<file path="config.mk">
export PLATFORM = sky130hd
export DESIGN_NAME = tba_ctrl
export DESIGN_NICKNAME = d
export VERILOG_FILES = /design/src/rtl/core/tba_pkg.sv /design/src/rtl/core/tba_ctrl.sv
export SDC_FILE = /design/constraint.sdc
export NUM_CORES = 1
export LEC_CHECK = 0
export BUFFER_PORTS_ARGS = -buffer_cell sky130_fd_sc_hd__buf_2
export CORE_MARGIN = 2
export CORE_UTILIZATION = 46
export CTS_CLUSTER_DIAMETER = 200
export DETAILED_ROUTE_END_ITERATION = 6
export HOLD_SLACK_MARGIN = 0.12
export PLACE_DENSITY_LB_ADDON = 0.2
export SETUP_SLACK_MARGIN = 0.05
export SLEW_MARGIN = 20
export SYNTH_ARGS = -nofsm -noshare
export SYNTH_HDL_FRONTEND = slang
export SYNTH_SLANG_ARGS = --single-unit
</file>
<file path="constraint.sdc">
create_clock -name clk -period 1.7 [get_ports clk]
set_clock_uncertainty 0.05 [all_clocks]
set_input_delay 0.34 -clock clk [delete_from_list [all_inputs] [get_ports clk]]
set_output_delay 0.34 -clock clk [all_outputs]
set_load 0.03 [all_outputs]
</file>
<file path="src/rtl/core/tba_pkg.sv">
`default_nettype none
package tba_pkg;

	localparam int SIZE_W = 21;
	localparam int BS_W = 13;
	localparam int CNT_W = 19;
	localparam int TAG_W = 16;
	localparam int IDX_W = 8;
	localparam int CFG_W = 32;
	localparam logic [BS_W-1:0] BS_MIN = 13'd8;
	localparam logic [BS_W-1:0] BS_MAX = 13'd4096;
	localparam logic [BS_W-1:0] BS_RESET = 13'd64;
	localparam logic [SIZE_W-1:0] BYTES_MAX = 21'h1FFFFF;
	localparam logic REG_BLOCK_SIZE = 1'b0;
	localparam logic REG_FREE_TAG = 1'b1;
	localparam logic FUNC_ALLOC = 1'b0;
	localparam logic FUNC_RELEASE = 1'b1;

	typedef enum logic [4:0] {
		ST_IDLE,
		ST_DIV,
		ST_CNT,
		ST_PROD,
		ST_DECIDE,
		ST_LINK,
		ST_POP,
		ST_APPEND,
		ST_FSCAN,
		ST_FEND,
		ST_FDECIDE,
		ST_FFILL,
		ST_UINIT,
		ST_UREAD,
		ST_USTEP,
		ST_AFILL,
		ST_RSCAN,
		ST_FIN
	} state_t;

	typedef struct packed {
		logic load;
		logic load_rel;
		logic div_start;
		logic mk_cnt;
		logic mk_prod;
		logic rd_head;
		logic pop;
		logic app1;
		logic fit_scan;
		logic fit_end;
		logic take_fit;
		logic take_app;
		logic fill;
		logic afill;
		logic u_init;
		logic rd_node;
		logic u_step;
		logic rel_scan;
		logic emit;
	} cmd_t;

	typedef struct packed {
		logic div_done;
		logic single;
		logic too_big;
		logic head_ok;
		logic room_one;
		logic room_multi;
		logic scan_done;
		logic found;
		logic fill_last;
		logic u_go;
	} stat_t;

endpackage
`default_nettype wire

</file>
<file path="src/rtl/core/tba_ctrl.sv">
`default_nettype none
module tba_ctrl (
	input  wire logic           clk,
	input  wire logic           arst_n,
	input  wire logic           start,
	input  wire logic           func,
	input  wire tba_pkg::stat_t stat,
	output tba_pkg::cmd_t       cmd,
	output logic                busy
);
	import tba_pkg::*;

	state_t state_q;
	state_t state_d;

	always_ff @(posedge clk or negedge arst_n) begin
		if (!arst_n) begin
			state_q <= ST_IDLE;
		end else begin
			state_q <= state_d;
		end
	end

	always_comb begin
		state_d = state_q;
		unique case (state_q)
			ST_IDLE: begin
				if (start) begin
					state_d = (func == FUNC_RELEASE) ? ST_RSCAN : ST_DIV;
				end
			end
			ST_DIV: begin
				if (stat.div_done) begin
					state_d = ST_CNT;
				end
			end
			ST_CNT: state_d = ST_PROD;
			ST_PROD: state_d = ST_DECIDE;
			ST_DECIDE: begin
				if (stat.single) begin
					if (stat.head_ok) begin
						state_d = ST_LINK;
					end else if (stat.room_one) begin
						state_d = ST_APPEND;
					end else begin
						state_d = ST_FIN;
					end
				end else if (stat.too_big) begin
					state_d = ST_FIN;
				end else begin
					state_d = ST_FSCAN;
				end
			end
			ST_LINK: state_d = ST_POP;
			ST_POP: state_d = ST_FIN;
			ST_APPEND: state_d = ST_FIN;
			ST_FSCAN: begin
				if (stat.scan_done) begin
					state_d = ST_FEND;
				end
			end
			ST_FEND: state_d = ST_FDECIDE;
			ST_FDECIDE: begin
				if (stat.found) begin
					state_d = ST_FFILL;
				end else if (stat.room_multi) begin
					state_d = ST_AFILL;
				end else begin
					state_d = ST_FIN;
				end
			end
			ST_FFILL: begin
				if (stat.fill_last) begin
					state_d = ST_UINIT;
				end
			end
			ST_UINIT: state_d = ST_UREAD;
			ST_UREAD: state_d = stat.u_go ? ST_USTEP : ST_FIN;
			ST_USTEP: state_d = ST_UREAD;
			ST_AFILL: begin
				if (stat.fill_last) begin
					state_d = ST_FIN;
				end
			end
			ST_RSCAN: begin
				if (stat.scan_done) begin
					state_d = ST_FIN;
				end
			end
			ST_FIN: state_d = ST_IDLE;
			default: state_d = ST_IDLE;
		endcase
	end

	always_comb begin
		cmd = '0;
		unique case (state_q)
			ST_IDLE: begin
				cmd.load = start;
				cmd.load_rel = start && (func == FUNC_RELEASE);
				cmd.div_start = start && (func == FUNC_ALLOC);
			end
			ST_CNT: cmd.mk_cnt = 1'b1;
			ST_PROD: cmd.mk_prod = 1'b1;
			ST_LINK: cmd.rd_head = 1'b1;
			ST_POP: cmd.pop = 1'b1;
			ST_APPEND: cmd.app1 = 1'b1;
			ST_FSCAN: cmd.fit_scan = 1'b1;
			ST_FEND: cmd.fit_end = 1'b1;
			ST_FDECIDE: begin
				cmd.take_fit = stat.found;
				cmd.take_app = !stat.found && stat.room_multi;
			end
			ST_FFILL: cmd.fill = 1'b1;
			ST_UINIT: cmd.u_init = 1'b1;
			ST_UREAD: cmd.rd_node = 1'b1;
			ST_USTEP: cmd.u_step = 1'b1;
			ST_AFILL: cmd.afill = 1'b1;
			ST_RSCAN: cmd.rel_scan = 1'b1;
			ST_FIN: cmd.emit = 1'b1;
			default: cmd = '0;
		endcase
	end

	assign busy = state_q != ST_IDLE;
endmodule
`default_nettype wire

</file>
==> results of run 1 <==
-- stage by stage --
step	TNS (ns)	cells	setup slack (ns)
2_1_floorplan	-0.06264	98	-0.05739
3_5_place_dp	-0.3847	160	-0.06815
4_1_cts	-3.074	179	-0.2067
3_3_place_gp	-0.03531	160	-0.03531
-- synth_stat cells (3+ instances only) --
master	instances
dfrtp_1	5
nand3_1	3
nand2_1	6
nor3_1	7
inv_1	3
a21oi_1	5
o21ai_1	3
nor2_1	13
nor2b_1	3
-- timing repair --
item                       4_1_cts
hold endpoints to repair         5
setup endpoints to repair       25
buffers inserted                14
pin swaps                       12
resized for setup               54
hold buffers                     1
-- cell families after synthesis --
| logic type | share of synthesized area (%) |
|---|---|
| and+or+nand+nor | 50.83 |
| AOI/OAI and AO/OA | 23.18 |
| buffers and inverters | 8.277 |
| DFF | 16.56 |
| xor gates and xnor gates | 1.159 |
==> reports/results.ini, run 1 <==
[sta]
worst_endpoint_kind=primary output
worst_endpoint=cmd[7]

[status]
outcome=did not finish
tool.error=[ERROR DPL-0038] Utilization greater than 100%, impossible to legalize
stop_stage=global routing (5_1_grt)

[floorplanning]
fp.dieH_um=44.53
fp.dieW_um=44.53
start_util_pct=49.59
core.rowCount=14
io_pins=34

[synthesis]
postSynthAreaPerCell_um2=7.711
ys.flop_type=dfrtp_1
syn-instance-count=98
synthDistinctLibCells=46
synth_area_leaders=dfrtp_1, nor2_1, nor3_1, nand2b_4, a21oi_1
synth.yosys.seq_area_share_pct=16.56
async_flop_share_pct=100.0
synthesis.area_um2=755.7
ys_ff_latch=5
syn_nets=112
synth.largest_area_cell=dfrtp_1
synth_warnings=0
synth_top_cell_area_share_pct=16.56
synth-edff-count=0

[grt]
grt_max_degree=9

[place]
portBuffers=33
placed_area_mm2=0.001100
dp_hpwl_um=1988
place.gp.congestion=0.9280

[cts]
clockRootBuffer=clkbuf_4
h-tree-depth=1
cts-buffers-inserted=3
clockBufferDepth=2
clock_sinks=5

==> run 2: changes to the inputs <==
Settings changed: CORE_AREA set to 2 2 63 65, CORE_MARGIN 2 to unset, CORE_UTILIZATION 46 to unset, CTS_CLUSTER_DIAMETER 200 to unset, DIE_AREA set to 0 0 65 67, HOLD_SLACK_MARGIN 0.12 to unset, PLACE_DENSITY_LB_ADDON 0.2 to 0.15, SETUP_SLACK_MARGIN 0.05 to unset.
==> run 2 against run 1 <==
  * Area after synthesis stayed put
  * Synthesized cell count stayed put
  * The flow now finishes, with violations (setup timing)
==> reports/results.ini, run 2 <==
[status]
outcome=finished, violations left
violations=setup timing

[detailed_routing]
totalWireLength_um=2719
dr_wl_met3_um=164
firstDrtPassIters=4
vias_per_cell=4.746
ant_nets=0
wl_met2_um=1417
wire_per_inst_um=13.26
top_layer=met4
drc=0
vias=973
m1WireLength_um=1090
first_iter_violations=28

[final_layout]
area_growth_pct=94.37
largest_register_ffs=5
fin_cells=205
fin_util_pct=40.74
antenna_cells=0
final_common_cell=buf_4
largestRegisters=state_q x5
fin_nets=172
drive_above_1_share_pct=64.97
top_register=state_q
mostFrequentLayoutCells=buf_4, buf_6, buf_2, nor2_4, nor2_1

[floorplanning]
start_util_pct=20.96
die-area_mm2=0.004355
fp.dieH_um=67
core_area_mm2=0.003606
fp.dieW_um=65
core.rowCount=22
io_pins=34

[setup_path]
r2r-end=state_q[4]
required_ns=1.31
end_kind=output pin
reg2reg_setup_slack_ns=-0.03
crit_type=register to output pin
cp_cell_sequence=or3b_4, nor2_4, and3b_2, buf_6
slowest_delay_ns=0.43
worstPathMaxFanout=3
critPathArrivalTime_ns=1.50
start_kind=register
slowest_stage=or3b_4
worstRegToRegCells=6
r2r_start=state_q[4]

[grt]
grt_max_degree=10
grt.overflow.total=0
grt_first_pass_wirelength_um=4360
grt_use_total_pct=13.37
antenna_found_initial=0
grt_pass1_vias=922

[synthesis]
synth-edff-count=0
netlist_top_cells_count=nor2_1, nor3_1, nand2_1, a21oi_1, dfrtp_1
synth_area_leaders=dfrtp_1, nor2_1, nor3_1, nand2b_4, a21oi_1
synth.yosys.seq_area_share_pct=16.56
ys_ff_latch=5
synthesis.area_um2=755.7
synthDistinctLibCells=46
synth.largest_area_cell=dfrtp_1
async_flop_share_pct=100.0
synth_warnings=0
postSynthAreaPerCell_um2=7.711
synth_top_cell_area_share_pct=16.56
synth.most_common_cell=nor2_1
ys.flop_type=dfrtp_1
syn_nets=112
syn-instance-count=98

[cts]
insertion_delay_ns=0.23
clockRootBuffer=clkbuf_8
path_clk_slew_ns=0.03
clockBufferDepth=2
cts-buffers-inserted=3
h-tree-depth=1
clock_sinks=5
tritoncts=yes

[sta]
setup_ws_ns=-0.1916
worst_pin_slew_ns=0.2889
setup_tns_ns=-1.978
rsz0062_at_grt=yes
hold_viol_final=0
relSlewSlack_pct=80.59
setup-violations-final=24
max_freq_mhz=528.6
final_max_slew_viol_count=0
layout_min_cycle_time_ns=1.892
period_share_pct=111.3

[place]
portBuffers=33
dp_hpwl_um=2126
dp_cells=193
place.gp.congestion=0.7720

[pwr]
p_per_area_mw_per_mm2=1434
totalPowerFinal_mw=2.107
p_leak_nw=0.6386
ir_drop_mv=0.3954

[hold_path]
whs_path_depth=2
whs_endpoint=state_q[4]
hp-class=input port to register
min_from=stat[3]

[job]
maxCapViolCount=0

-- run 2: cell counts after synthesis --
No cell type changed its count.
-- run 2: through the flow --
step           hold WS [ns]  setup WS (ns)  cell area [um^2]
3_3_place_gp         0.1067       -0.02026              1136
3_5_place_dp         0.1089       -0.03443              1136
2_1_floorplan     -0.005591       -0.06593             807.0
6_report             0.2737        -0.1916              1469
5_1_grt              0.2817        -0.2250              1469
4_1_cts              0.2712        -0.1796              1399
-- run 2: cell families (layout without fill, tap and decap cells) --
kind of cell,after synthesis,in the layout,share of synthesized area [%]
buffers and inverters,11,70,8.277
AND/OR/NAND/NOR,57,57,50.83
AO/OA/AOI/OAI,24,24,23.18
XOR/XNOR,1,1,1.159
flip-flops,5,5,16.56
-- run 2: cell type report --
type                       count  area, um^2
timing repair buffer          62       521.8
multi-input combinational     82       701.9
clock buffer                   4       45.04
tap                           48       60.06
fill                         379        2137
sequential                     5       125.1
inverter                       4       15.01
-- run 2: timing repair --
item / CTS / global route
setup buffers: 4 / 3
resized for setup: 54 / 12
endpoints found under the hold margin: 5 / 0
endpoints found under the setup margin: 20 / 25
pin swaps: 10 / 5
hold buffers: 1 / 0
-- run 2: layer usage --
| layer | GRT usage [%] | vias up |
|---|---|---|
| li1 | - | 472 |
| met1 | 16.08 | 458 |
| met2 | 23.32 | 37 |
| met3 | 2.534 | 6 |
| met4 | 5.319 | 0 |
| met5 | 0 | - |
-- run 2: worst max-delay path: cells and delay by family, from the launching register on --
| family | cells | cell delay (ns) |
|---|---|---|
| simple gates | 3 | 0.77 |
| buf+inv | 1 | 0.13 |
| flops | 1 | 0.38 |
-- run 2: report_power, final --
part	total, mW	internal (mW)	switching [mW]
clock network	0.222	0.161	0.0612
registers	0.189	0.162	0.0275
logic	1.70	0.818	0.877
total	2.11	1.14	0.966
-- run 2: how the worst max path moves through the flow --
stage / from / end / slack [ns] / cells after the start
2_1_floorplan: state_q[3] / cmd[2] / -0.07 / 4
3_3_place_gp: state_q[4] / state_q[2] / -0.02 / 6
3_5_place_dp: state_q[0] / cmd[7] / -0.03 / 4
4_1_cts: state_q[4] / cmd[7] / -0.18 / 4
5_1_grt: state_q[4] / cmd[7] / -0.23 / 4
6_report: state_q[4] / cmd[7] / -0.19 / 4
(Power assumes the default switching activity.)
